**src/sv/assert_macros.svh**
```systemverilog
// Assertion macros shared by the RTL of the reply frame deframer.
`ifndef ASSERT_MACROS_SVH
`define ASSERT_MACROS_SVH

`ifndef SYNTH

// Whenever cond_a holds, cond_b holds in the same cycle.
`define ASSERT_IMPLY(label, clk, rst, cond_a, cond_b) \
   label: assert property (@(posedge clk) disable iff (rst) (cond_a) |-> (cond_b)) \
      else $error("assertion failed");

// cond_a holds in one cycle, then cond_b holds in the next one.
`define ASSERT_NEXT(label, clk, rst, cond_a, cond_b) \
   label: assert property (@(posedge clk) disable iff (rst) (cond_a) |=> (cond_b)) \
      else $error("assertion failed");

`else

`define ASSERT_IMPLY(label, clk, rst, cond_a, cond_b)
`define ASSERT_NEXT(label, clk, rst, cond_a, cond_b)

`endif

`endif

```
**src/sv/rfdx_pkg.sv**
```systemverilog
// Types and codes of the reply frame deframer.
`timescale 1ns / 1ps

package rfdx_pkg;

   typedef enum logic [2:0] {
      CSR_HEADER_BYTE   = 3'd0,
      CSR_EXPECTED_SEQ  = 3'd1,
      CSR_REQUEST_KIND  = 3'd2,
      CSR_EXPECTED_SUB  = 3'd3,
      CSR_ACTION_CODE   = 3'd4,
      CSR_CHECK_CODE    = 3'd5,
      CSR_CONNECT_CODE  = 3'd6,
      CSR_IDENTIFY_CODE = 3'd7
   } csr_index_type;

   typedef enum logic [2:0] {
      KIND_ACTION   = 3'd0,
      KIND_CHECK    = 3'd1,
      KIND_CONNECT  = 3'd2,
      KIND_IDENTIFY = 3'd3,
      KIND_OTHER    = 3'd4
   } request_kind_type;

   typedef enum logic [1:0] {
      VERDICT_NONE   = 2'd0,
      VERDICT_ACCEPT = 2'd1,
      VERDICT_REJECT = 2'd2
   } verdict_type;

   localparam int unsigned BYTE_W = 8;
   localparam logic [BYTE_W-1:0] LEN_POS = 8'd1;

   typedef struct packed {
      logic [BYTE_W-1:0] echo_byte;
      logic [BYTE_W-1:0] byte_position;
      logic              byte_kept;
      verdict_type       verdict;
      logic [BYTE_W-1:0] frame_length;
      logic [BYTE_W-1:0] payload_length;
   } result_type;

endpackage

```
**src/sv/reply_frame_deframer_xor_unit.sv**
```systemverilog
// Top level of the reply frame deframer with running XOR checksum.
`timescale 1ns / 1ps
`include "assert_macros.svh"

// Reply frame deframer.
// req_* carries received bytes, one per transfer; rsp_* returns one result per
// byte: the echoed byte, its frame position, a kept flag, and at the checksum
// byte the verdict with frame and payload lengths of an accepted frame.
// csr_* writes the eight setup registers (index 0..7); csr_ready is always high.
// Write them only while no byte is in flight.
// The result of a taken byte is registered: in the result register, or in the skid while rsp_* is stalled.
// Throughput: one byte per cycle while req_stall is low; the frame state (position, length, XOR,
// captured fields) updates in the same cycle a byte is taken.
// A result register plus a one-entry skid register sit on the output: when
// rsp_stall holds, one more byte is still taken into the skid, then req_stall
// rises until the skid drains.
// Reset (synchronous, active high) returns to header hunt, empties the output
// and sets request kind to "other" so every frame rejects until configured.
module reply_frame_deframer_xor_unit
   import rfdx_pkg::*;
#(
   parameter int unsigned MAX_FRAME_LEN = 200,
   parameter int unsigned SEQ_POS       = 3,
   parameter int unsigned TYPE_POS      = 4
) (
   input  logic                clock,
   input  logic                reset,
   input  logic                req_valid,
   output logic                req_stall,
   input  logic [BYTE_W-1:0]   req_rx_byte,
   output logic                rsp_valid,
   input  logic                rsp_stall,
   output logic [BYTE_W-1:0]   rsp_echo_byte,
   output logic [BYTE_W-1:0]   rsp_byte_position,
   output logic                rsp_byte_kept,
   output logic [1:0]          rsp_verdict,
   output logic [BYTE_W-1:0]   rsp_frame_length,
   output logic [BYTE_W-1:0]   rsp_payload_length,
   input  logic                csr_valid,
   output logic                csr_ready,
   input  logic [2:0]          csr_index,
   input  logic [BYTE_W-1:0]   csr_data
);

   localparam logic [BYTE_W-1:0] MAX_LEN  = BYTE_W'(MAX_FRAME_LEN);
   localparam logic [BYTE_W-1:0] SEQ_AT   = BYTE_W'(SEQ_POS);
   localparam logic [BYTE_W-1:0] TYPE_AT  = BYTE_W'(TYPE_POS);
   localparam logic [BYTE_W-1:0] SUB_AT   = BYTE_W'(TYPE_POS + 1);

   // setup registers
   logic [BYTE_W-1:0] header_byte_ff, expected_seq_ff, expected_sub_ff;
   logic [BYTE_W-1:0] action_code_ff, check_code_ff, connect_code_ff, identify_code_ff;
   logic [2:0]        request_kind_ff;

   // frame state
   logic [BYTE_W-1:0] position_ff, position_in;
   logic [BYTE_W-1:0] declared_len_ff, declared_len_in;
   logic [BYTE_W-1:0] running_xor_ff, running_xor_in;
   logic [BYTE_W-1:0] seen_seq_ff, seen_seq_in;
   logic [BYTE_W-1:0] seen_type_ff, seen_type_in;
   logic [BYTE_W-1:0] seen_sub_ff, seen_sub_in;

   // output side
   logic       rsp_valid_ff, skid_valid_ff;
   result_type out_ff, skid_ff, result;

   logic req_take, out_free, reply_ok;
   logic [BYTE_W-1:0] b;

   assign b         = req_rx_byte;
   assign csr_ready = 1'b1;
   assign req_stall = skid_valid_ff;
   assign req_take  = req_valid && !skid_valid_ff;
   assign out_free  = !rsp_valid_ff || !rsp_stall;

   always_ff @(posedge clock) begin
      if (reset) begin
         header_byte_ff   <= '0;
         expected_seq_ff  <= '0;
         request_kind_ff  <= KIND_OTHER;
         expected_sub_ff  <= '0;
         action_code_ff   <= '0;
         check_code_ff    <= '0;
         connect_code_ff  <= '0;
         identify_code_ff <= '0;
      end else if (csr_valid && csr_ready) begin
         unique case (csr_index_type'(csr_index))
            CSR_HEADER_BYTE:   header_byte_ff   <= csr_data;
            CSR_EXPECTED_SEQ:  expected_seq_ff  <= csr_data;
            CSR_REQUEST_KIND:  request_kind_ff  <= csr_data[2:0];
            CSR_EXPECTED_SUB:  expected_sub_ff  <= csr_data;
            CSR_ACTION_CODE:   action_code_ff   <= csr_data;
            CSR_CHECK_CODE:    check_code_ff    <= csr_data;
            CSR_CONNECT_CODE:  connect_code_ff  <= csr_data;
            CSR_IDENTIFY_CODE: identify_code_ff <= csr_data;
            default: ;
         endcase
      end
   end

   always_comb begin
      unique case (request_kind_ff)
         KIND_ACTION:   reply_ok = (seen_type_in == action_code_ff)
                                   && (seen_sub_in == expected_sub_ff);
         KIND_CHECK:    reply_ok = (seen_type_in == check_code_ff)
                                   && (seen_sub_in == expected_sub_ff);
         KIND_CONNECT:  reply_ok = (seen_type_in == connect_code_ff);
         KIND_IDENTIFY: reply_ok = (seen_type_in == identify_code_ff);
         default:       reply_ok = 1'b0;
      endcase
   end

   always_comb begin
      position_in     = position_ff;
      declared_len_in = declared_len_ff;
      running_xor_in  = running_xor_ff;
      // capture of sequence, type and subtype by position
      seen_seq_in     = (position_ff == SEQ_AT)  ? b : seen_seq_ff;
      seen_type_in    = (position_ff == TYPE_AT) ? b : seen_type_ff;
      seen_sub_in     = (position_ff == SUB_AT)  ? b : seen_sub_ff;

      result.echo_byte      = b;
      result.byte_position  = '0;
      result.byte_kept      = 1'b0;
      result.verdict        = VERDICT_NONE;
      result.frame_length   = '0;
      result.payload_length = '0;

      if (position_ff == '0) begin
         if (b == header_byte_ff) begin
            result.byte_kept = 1'b1;
            running_xor_in   = b;
            position_in      = LEN_POS;
         end
      end else if (position_ff == LEN_POS) begin
         if (b > MAX_LEN || b <= TYPE_AT) begin
            position_in = '0;
         end else begin
            result.byte_position = position_ff;
            result.byte_kept     = 1'b1;
            declared_len_in      = b;
            running_xor_in       = running_xor_ff ^ b;
            position_in          = position_ff + 1'b1;
         end
      end else if (position_ff >= declared_len_ff) begin
         // checksum byte closes the frame
         result.byte_position = position_ff;
         result.byte_kept     = 1'b1;
         if (b == running_xor_ff && seen_seq_in == expected_seq_ff && reply_ok) begin
            result.verdict        = VERDICT_ACCEPT;
            result.frame_length   = position_ff + 1'b1;
            result.payload_length = declared_len_ff - SUB_AT;
         end else begin
            result.verdict = VERDICT_REJECT;
         end
         position_in = '0;
      end else begin
         result.byte_position = position_ff;
         result.byte_kept     = 1'b1;
         running_xor_in       = running_xor_ff ^ b;
         position_in          = position_ff + 1'b1;
      end
   end

   always_ff @(posedge clock) begin
      if (reset) begin
         position_ff     <= '0;
         declared_len_ff <= '0;
         running_xor_ff  <= '0;
         seen_seq_ff     <= '0;
         seen_type_ff    <= '0;
         seen_sub_ff     <= '0;
      end else if (req_take) begin
         position_ff     <= position_in;
         declared_len_ff <= declared_len_in;
         running_xor_ff  <= running_xor_in;
         seen_seq_ff     <= seen_seq_in;
         seen_type_ff    <= seen_type_in;
         seen_sub_ff     <= seen_sub_in;
      end
   end

   always_ff @(posedge clock) begin
      if (reset) begin
         rsp_valid_ff  <= 1'b0;
         skid_valid_ff <= 1'b0;
      end else if (out_free) begin
         if (skid_valid_ff) begin
            rsp_valid_ff  <= 1'b1;
            skid_valid_ff <= 1'b0;
         end else begin
            rsp_valid_ff <= req_take;
         end
      end else if (req_take) begin
         skid_valid_ff <= 1'b1;
      end
   end

   always_ff @(posedge clock) begin
      if (out_free) begin
         if (skid_valid_ff) begin
            out_ff <= skid_ff;
         end else if (req_take) begin
            out_ff <= result;
         end
      end else if (req_take) begin
         skid_ff <= result;
      end
   end

   assign rsp_valid          = rsp_valid_ff;
   assign rsp_echo_byte      = out_ff.echo_byte;
   assign rsp_byte_position  = out_ff.byte_position;
   assign rsp_byte_kept      = out_ff.byte_kept;
   assign rsp_verdict        = out_ff.verdict;
   assign rsp_frame_length   = out_ff.frame_length;
   assign rsp_payload_length = out_ff.payload_length;

   `ASSERT_IMPLY(a_skid_behind_out, clock, reset, skid_valid_ff, rsp_valid_ff)
   `ASSERT_IMPLY(a_verdict_kept, clock, reset,
      rsp_valid_ff && out_ff.verdict != VERDICT_NONE, out_ff.byte_kept)
   `ASSERT_IMPLY(a_len_on_accept, clock, reset,
      rsp_valid_ff && out_ff.frame_length != '0, out_ff.verdict == VERDICT_ACCEPT)
   `ASSERT_NEXT(a_close_rehunt, clock, reset,
      req_take && result.verdict != VERDICT_NONE, position_ff == '0)

endmodule

```
**config.mk**
```make
export PLATFORM = sky130hd
export DESIGN_NAME = reply_frame_deframer_xor_unit
export DESIGN_NICKNAME = d
export VERILOG_FILES = /design/src/sv/rfdx_pkg.sv /design/src/sv/reply_frame_deframer_xor_unit.sv
export VERILOG_INCLUDE_DIRS = /design/src /design/src/sv
export SDC_FILE = /design/constraint.sdc
export NUM_CORES = 1
export LEC_CHECK = 0
export BUFFER_PORTS_ARGS = -buffer_cell sky130_fd_sc_hd__buf_4
export CAP_MARGIN = 15
export CORE_AREA = 2 2 117 233
export DETAILED_ROUTE_END_ITERATION = 8
export DIE_AREA = 0 0 119 235
export GPL_TIMING_DRIVEN = 0
export PLACE_DENSITY = 0.46
export SLEW_MARGIN = 10
export SYNTH_ARGS = -nofsm -noshare
export SYNTH_HDL_FRONTEND = slang
export SYNTH_SLANG_ARGS = --single-unit
```
**constraint.sdc**
```tcl
create_clock -name clock -period 3.7 [get_ports clock]
set_clock_uncertainty 0.1 [all_clocks]
set_input_delay 0.37 -clock clock [delete_from_list [all_inputs] [get_ports clock]]
set_output_delay 0.37 -clock clock [all_outputs]
set_load 0.02 [all_outputs]
```
==> results.json, run 1 <==
{
  "hold_depth": 1,
  "antenna_cells": 0,
  "placed_cell_area_sq_um": 9920,
  "fin_cells": 1404,
  "dp_hpwl_mm": 22.2,
  "setup_viol_count_final": 0,
  "synth.ff_latch_count": 179,
  "status": "complete, no violations",
  "synth_edf_count": 70,
  "cp-start-kind": "register",
  "firstDrtPassIters": 6,
  "worst_path_most_repeated_cell": "buf_6",
  "synthesis.area_sq_um": 9020,
  "synthToLayoutAreaGrowth_pct": 18.2,
  "crit_required_ns": 3.89,
  "cp_slowest_cell": "or4_1",
  "path_delay_family": "simple AND/OR/NAND/NOR gates",
  "fillCellCount": 2650,
  "wire_per_inst_microns": 20.1,
  "grt_max_degree": 28,
  "detail-route-antenna-nets": 0,
  "row_count": 84,
  "arrival_ns": 3.71,
  "cp_cell_sequence": "inv_1 > ha_1 > nand3b_1 > o21ai_2 > and3_1 > o22ai_1 > or4_1 > o22a_1 > buf_6 > buf_6 > o31ai_4",
  "synthArstFlopShare": 0,
  "min_path_type": "in -> reg",
  "layout-drive-gt1-share": 0.153,
  "start_util": 0.345,
  "relSlewSlack": 0.366,
  "grt_antenna_before_repair": 0,
  "fin_nets": 1083,
  "grt_pass1_wl_mm": 42.9,
  "syn_avg_cell_area_sq_um": 9.36,
  "fin_crit_sh": 0.950,
  "leakagePower_nw": 3.63,
  "grt_use_total": 0.208,
  "syn_nets": 1000,
  "critical_path_buf_inv_count": 3,
  "grt_setup_unrepaired": "false",
  "syn_inst": 964,
  "powerDensity_nw_per_um2": 413,
  "yosysMostFrequentCell": "nand2_1",
  "grt_overflow": 0,
  "cts_sinks": 179,
  "vias": 7113,
  "cp_num_cells": 11,
  "cts_tree": "yes",
  "fmax_mhz": 284,
  "rr_worst_depth": 11,
  "drtIter0Drc": 246,
  "place_congestion": 0.836,
  "avgViaCountPerCell": 5.07,
  "grt_pass1_vias": 7306,
  "fin_crit_ns": 3.52,
  "crit_type": "reg -> reg",
  "synthFlopType": "dfxtp_1",
  "yosysWarnings": 0,
  "coreArea_sq_um": 26200,
  "cts_root_buf": "clkbuf_16",
  "die_width_microns": 119,
  "yosysSeqAreaShare": 0.475,
  "clk_path_buf_depth": 2,
  "cap_violations": 0,
  "io_buffer_count": 54,
  "drv_slew": 0,
  "path_max_fanout": 10,
  "dp.cells": 1364,
  "tightest_slew_ns": 0.944,
  "io_pins": 62,
  "routed_wl_mm": 28.2,
  "drc_errors": 0,
  "final_cell_area_sq_um": 10700,
  "chipHeight_microns": 235,
  "synth_commonest_cells": "nand2_1, dfxtp_1, a21oi_1, edfxtp_1, nor2_1",
  "dieArea_sq_um": 28000,
  "cts_buffers": 17,
  "clk_pin_slew_ns": 0.07,
  "synth_cell_type_count": 66,
  "vdd_ir_drop_max_mv": 0.230,
  "h-tree-depth": 4,
  "critPathCaptureType": "register",
  "yosys.area.top_type": "dfxtp_1",
  "critical_path.max_stage_delay_ns": 0.54,
  "hold_viol": 0,
  "clk_latency_ns": 0.45,
  "synth_top_cell_area_share": 0.242,
  "synth.area.top_cells": "dfxtp_1, edfxtp_1, nand2_1"
}
-- path summary, 6_finish.rpt --
| path | from | endpoint | slack [ns] |
|---|---|---|---|
| max | position_ff[0]$_SDFFE_PP0P_ | rsp_frame_length[7]$_DFFE_PP_ | 0.18 |
| max reg2reg | position_ff[0]$_SDFFE_PP0P_ | rsp_frame_length[7]$_DFFE_PP_ | 0.18 |
| min reg2reg | action_code_ff[6]$_SDFFE_PP0P_ | action_code_ff[6]$_SDFFE_PP0P_ | 0.35 |
| min | req_rx_byte[0] | skid_ff[27]$_DFFE_PP_ | 0.02 |
-- placed cells by master (no fill, tap or decap), types with 9 or more instances in the layout --
cell type / count
nand3_1: 31
buf_4: 60
clkbuf_1: 50
nor2_1: 64
edfxtp_1: 70
nand2b_1: 14
ha_1: 11
buf_6: 9
xor2_1: 14
mux2i_1: 44
clkbuf_16: 17
mux2_2: 11
o21ai_1: 11
or3_1: 11
o31ai_4: 10
nand4_1: 11
nand2_1: 173
nor4_2: 12
a21oi_1: 94
and3_1: 18
nor3_1: 10
o21ai_0: 12
a21boi_0: 9
xnor2_1: 27
inv_1: 27
dfxtp_1: 107
-- flip-flops by register name, summed over array words and instances (netlist names), 8 cells and up --
signal,flops
action_code_ff,8
check_code_ff,8
connect_code_ff,8
declared_len_ff,8
expected_seq_ff,8
expected_sub_ff,8
header_byte_ff,8
identify_code_ff,8
position_ff,8
rsp_byte_position,8
rsp_echo_byte,8
rsp_frame_length,8
rsp_payload_length,8
running_xor_ff,8
seen_seq_ff,8
seen_sub_ff,8
seen_type_ff,8
skid_ff,35
-- per-stage QoR --
step | total power, mW | setup TNS, ns | setup slack [ns] | utilization | hold slack [ns]
6_report | 4.40 | 0 | 0.183 | 0.407 | 0.0216
5_1_grt | 4.56 | 0 | 0.0128 | 0.407 | 0.00310
4_1_cts | 4.45 | 0 | 0.00191 | 0.405 | 0.00368
3_5_place_dp | 2.55 | -4.43 | -0.285 | 0.379 | 0.345
3_3_place_gp | 2.54 | -54.47 | -1.12 | 0.377 | 0.340
2_1_floorplan | 2.38 | 0 | 0.283 | - | 0.332
-- layout make-up --
cell class	instances	area (sq um)	area share
clock buffer	24	472	0.0442
inverter	28	105	0.00986
multi-input combinational	686	4370	0.409
timing repair buffer	65	526	0.0493
sequential	179	4290	0.402
buffer	70	352	0.0330
clock inverter	8	128	0.0120
tap	344	430	0.0404
-- power breakdown --
group,internal [mW],switching [mW]
clock,1.10,0.798
sequential,2.09,0.0196
combinational,0.125,0.264
-- what timing repair did --
item	4_1_cts	5_1_grt
endpoints found under the setup margin	12	27
pin swaps	0	1
setup buffers	0	4
gates cloned	0	0
hold endpoints to repair	5	0
hold buffers	5	0
gates resized for setup	5	12
-- routing by layer --
layer,global-route usage,up-vias,part of all wire
met5,0,-,0
met4,0.140,0,0.062
met3,0.0364,75,0.025
met2,0.419,139,0.59
met1,0.177,3337,0.32
li1,-,3562,-
-- kinds of logic after synthesis --
group / synth area share
AND/OR/NAND/NOR: 0.207
multiplexers: 0.0625
AO/OA/AOI/OAI: 0.149
XOR/XNOR: 0.0398
other: 0.000416
buffers and inverters: 0.0495
flip-flops: 0.475
adder cells (fa/ha/maj): 0.0166
(Power assumes the default switching activity.)
==> run 2, diff against run 1 <==
CORE_AREA = 2 2 110 218   (was 2 2 117 233)
DIE_AREA = 0 0 112 220   (was 0 0 119 235)
PLACE_DENSITY = 0.52   (was 0.46)
==> run 2 against run 1 <==
Net effect:
- register-to-register slack lost 0.04 ns
- combinational power shrank 1%
- clock-buffer cell count shrank 1
- sequential power is essentially flat
- cell count shrank 4.5%
- cell area shrank 0.45%
- utilization grew 5.2 points
- routed wire length shrank 2.7%
- sequential share of layout area grew 0.20 points
- critical path depth grew 2
- maximum frequency shrank 1.3%
- clock power grew 5%
==> results.json, run 2 (synthesis gave the netlist of run 1 again) <==
{
  "final_common_cell": "nand2_1",
  "final_cell_area_sq_um": 10600,
  "critical_path_buf_inv_count": 6,
  "clk_path_buf_depth": 2,
  "io_buffer_count": 54,
  "firstDrtPassIters": 4,
  "total_power_mw": 4.49,
  "clk_pin_slew_ns": 0.07,
  "powerDensity_nw_per_um2": 423,
  "routed_wl_mm": 27.4,
  "dieArea_sq_um": 24600,
  "synthToLayoutAreaGrowth_pct": 17.6,
  "arrival_ns": 3.73,
  "vdd_ir_drop_max_mv": 0.332,
  "hold_viol": 0,
  "hold_path_end": "skid_ff[27]$_DFFE_PP_",
  "grt_use_total": 0.226,
  "fin_nets": 1081,
  "grt_antenna_before_repair": 0,
  "seqPwrFrac": 0.471,
  "crit_required_ns": 3.87,
  "start_util": 0.390,
  "rr_worst_depth": 13,
  "avgViaCountPerCell": 5.38,
  "regToRegEndpoint": "skid_ff[15]$_DFFE_PP_",
  "path_max_fanout": 10,
  "leakagePower_nw": 3.64,
  "chipHeight_microns": 220,
  "power_frac_comb": 0.086,
  "cts_root_buf": "clkbuf_16",
  "grt_pass1_wl_mm": 41.4,
  "drc_errors": 0,
  "coreArea_sq_um": 23100,
  "cap_violations": 0,
  "critPathCaptureType": "register",
  "placed_cell_area_sq_um": 9850,
  "cp_slowest_cell": "dfxtp_1",
  "hold_depth": 1,
  "grt_max_degree": 29,
  "h-tree-depth": 4,
  "grt_pass1_vias": 7149,
  "fin_crit_sh": 0.962,
  "swShare": 0.237,
  "cts_tree": "yes",
  "die_width_microns": 112,
  "cp-start-kind": "register",
  "vias": 7217,
  "min_path_type": "in -> reg",
  "drv_slew": 0,
  "hold_start": "req_rx_byte[0]",
  "p_int_mw": 3.42,
  "relSlewSlack": 0.411,
  "io_pins": 62,
  "critical_path.max_stage_delay_ns": 0.32,
  "wire_per_inst_microns": 20.5,
  "largest_reg_flops": 35,
  "fin_crit_ns": 3.56,
  "status": "complete, no violations",
  "tightest_slew_ns": 0.876,
  "cp_cell_sequence": "buf_2 > nor4_4 > buf_6 > buf_4 > nand3_1 > and3_1 > nor4_4 > and4_1 > clkbuf_4 > nand2_1 > buf_6 > buf_2 > nor4_2",
  "row_count": 79,
  "cts_buffers": 17,
  "fmax_mhz": 281,
  "place_congestion": 0.859,
  "clk_latency_ns": 0.46,
  "most-common-layout-cells": "nand2_1, dfxtp_1, a21oi_1, edfxtp_1, nor2_1",
  "grt_overflow": 0,
  "power_switching_mw": 1.07,
  "layout-drive-gt1-share": 0.156,
  "cts_sinks": 179,
  "crit_type": "reg -> reg",
  "setup_viol_count_final": 0,
  "path_delay_family": "simple AND/OR/NAND/NOR gates",
  "antenna_cells": 0,
  "regMostFlops": "skid_ff",
  "reg2reg_slack_ns": 0.14,
  "dp_slack_ns": -0.370,
  "worst_slack_ns": 0.139,
  "pwr-share-clk": 0.443,
  "drtIter0Drc": 358,
  "detail-route-antenna-nets": 0,
  "dp_hpwl_mm": 21.2,
  "worstReg2RegStart": "position_ff[5]$_SDFFE_PP0P_"
}
[run 2: changes by cell type in the layout (fill, tap and decap cells not counted), sizes merged]
cell and change:
buf -2, bufinv +1, clkbuf -1, clkinvlp -1
inv +1
[run 2: worst max path at each step]
| stage | from | to | slack [ns] | cells past startpoint |
|---|---|---|---|---|
| after floorplan | req_stall$_SDFFE_PP0P_ | rsp_byte_kept$_DFFE_PP_ | 0.28 | 4 |
| after global placement | req_stall$_SDFFE_PP0P_ | rsp_echo_byte[0]$_DFFE_PP_ | -1.07 | 4 |
| after detailed placement | position_ff[0]$_SDFFE_PP0P_ | skid_ff[15]$_DFFE_PP_ | -0.37 | 11 |
| after CTS | position_ff[0]$_SDFFE_PP0P_ | skid_ff[15]$_DFFE_PP_ | 0.02 | 12 |
| after global routing | position_ff[5]$_SDFFE_PP0P_ | skid_ff[13]$_DFFE_PP_ | -0.009 | 13 |
| final | position_ff[5]$_SDFFE_PP0P_ | skid_ff[15]$_DFFE_PP_ | 0.14 | 13 |
[run 2: worst reg2reg max path, stage by stage, from the launching register on]
cell	delay, ns
dfxtp_1	0.32
buf_2	0.20
nor4_4	0.32
buf_6	0.21
buf_4	0.22
nand3_1	0.11
and3_1	0.27
nor4_4	0.32
and4_1	0.28
clkbuf_4	0.22
nand2_1	0.10
buf_6	0.21
buf_2	0.25
nor4_2	0.27
[run 2: repair_timing]
item                                    in CTS  in global routing
pin swaps                                    0                  2
gates cloned                                 0                  0
buffers inserted                             1                  1
endpoints found under the hold margin        4                  1
endpoints found under the setup margin      30                 28
gates resized for setup                     10                  7
hold buffers                                 4                  1
[run 2: power by group through the flow]
| stage | Combinational, mW | Clock [mW] | Sequential, mW |
|---|---|---|---|
| 2_1_floorplan | 0.194 | 0 | 2.19 |
| 3_3_place_gp | 0.373 | 0 | 2.16 |
| 3_5_place_dp | 0.383 | 0 | 2.16 |
| 4_1_cts | 0.387 | 2.04 | 2.11 |
| 5_1_grt | 0.411 | 2.10 | 2.12 |
| 6_report | 0.384 | 1.99 | 2.11 |
[run 2: final cells by class]
| type | count | area (sq um) |
|---|---|---|
| fill | 2300 | 12500 |
| clock inverter | 9 | 150 |
| clock buffer | 23 | 489 |
| inverter | 28 | 105 |
| tap | 283 | 354 |
| multi-input combinational | 686 | 4360 |
| timing repair buffer | 64 | 518 |
| sequential | 179 | 4290 |
| buffer | 69 | 347 |
[run 2: stage by stage]
stage                     hold slack, ns  utilization  cells  TNS (ns)
final                             0.0198        0.459   1341         0
after CTS                        0.00252        0.457   1340         0
after detailed placement           0.346        0.426   1303     -5.79
after floorplan                    0.332            -    964         0
after global routing             0.00189        0.459   1341  -0.00879
after global placement             0.340        0.423   1301    -51.16
[run 2: layer usage]
layer  track usage  part of all wire  vias up
met3        0.0410             0.028       57
li1              -                 -     3564
met1         0.199              0.33     3445
met5             0                 0        -
met4         0.125             0.047        0
met2         0.467              0.59      151
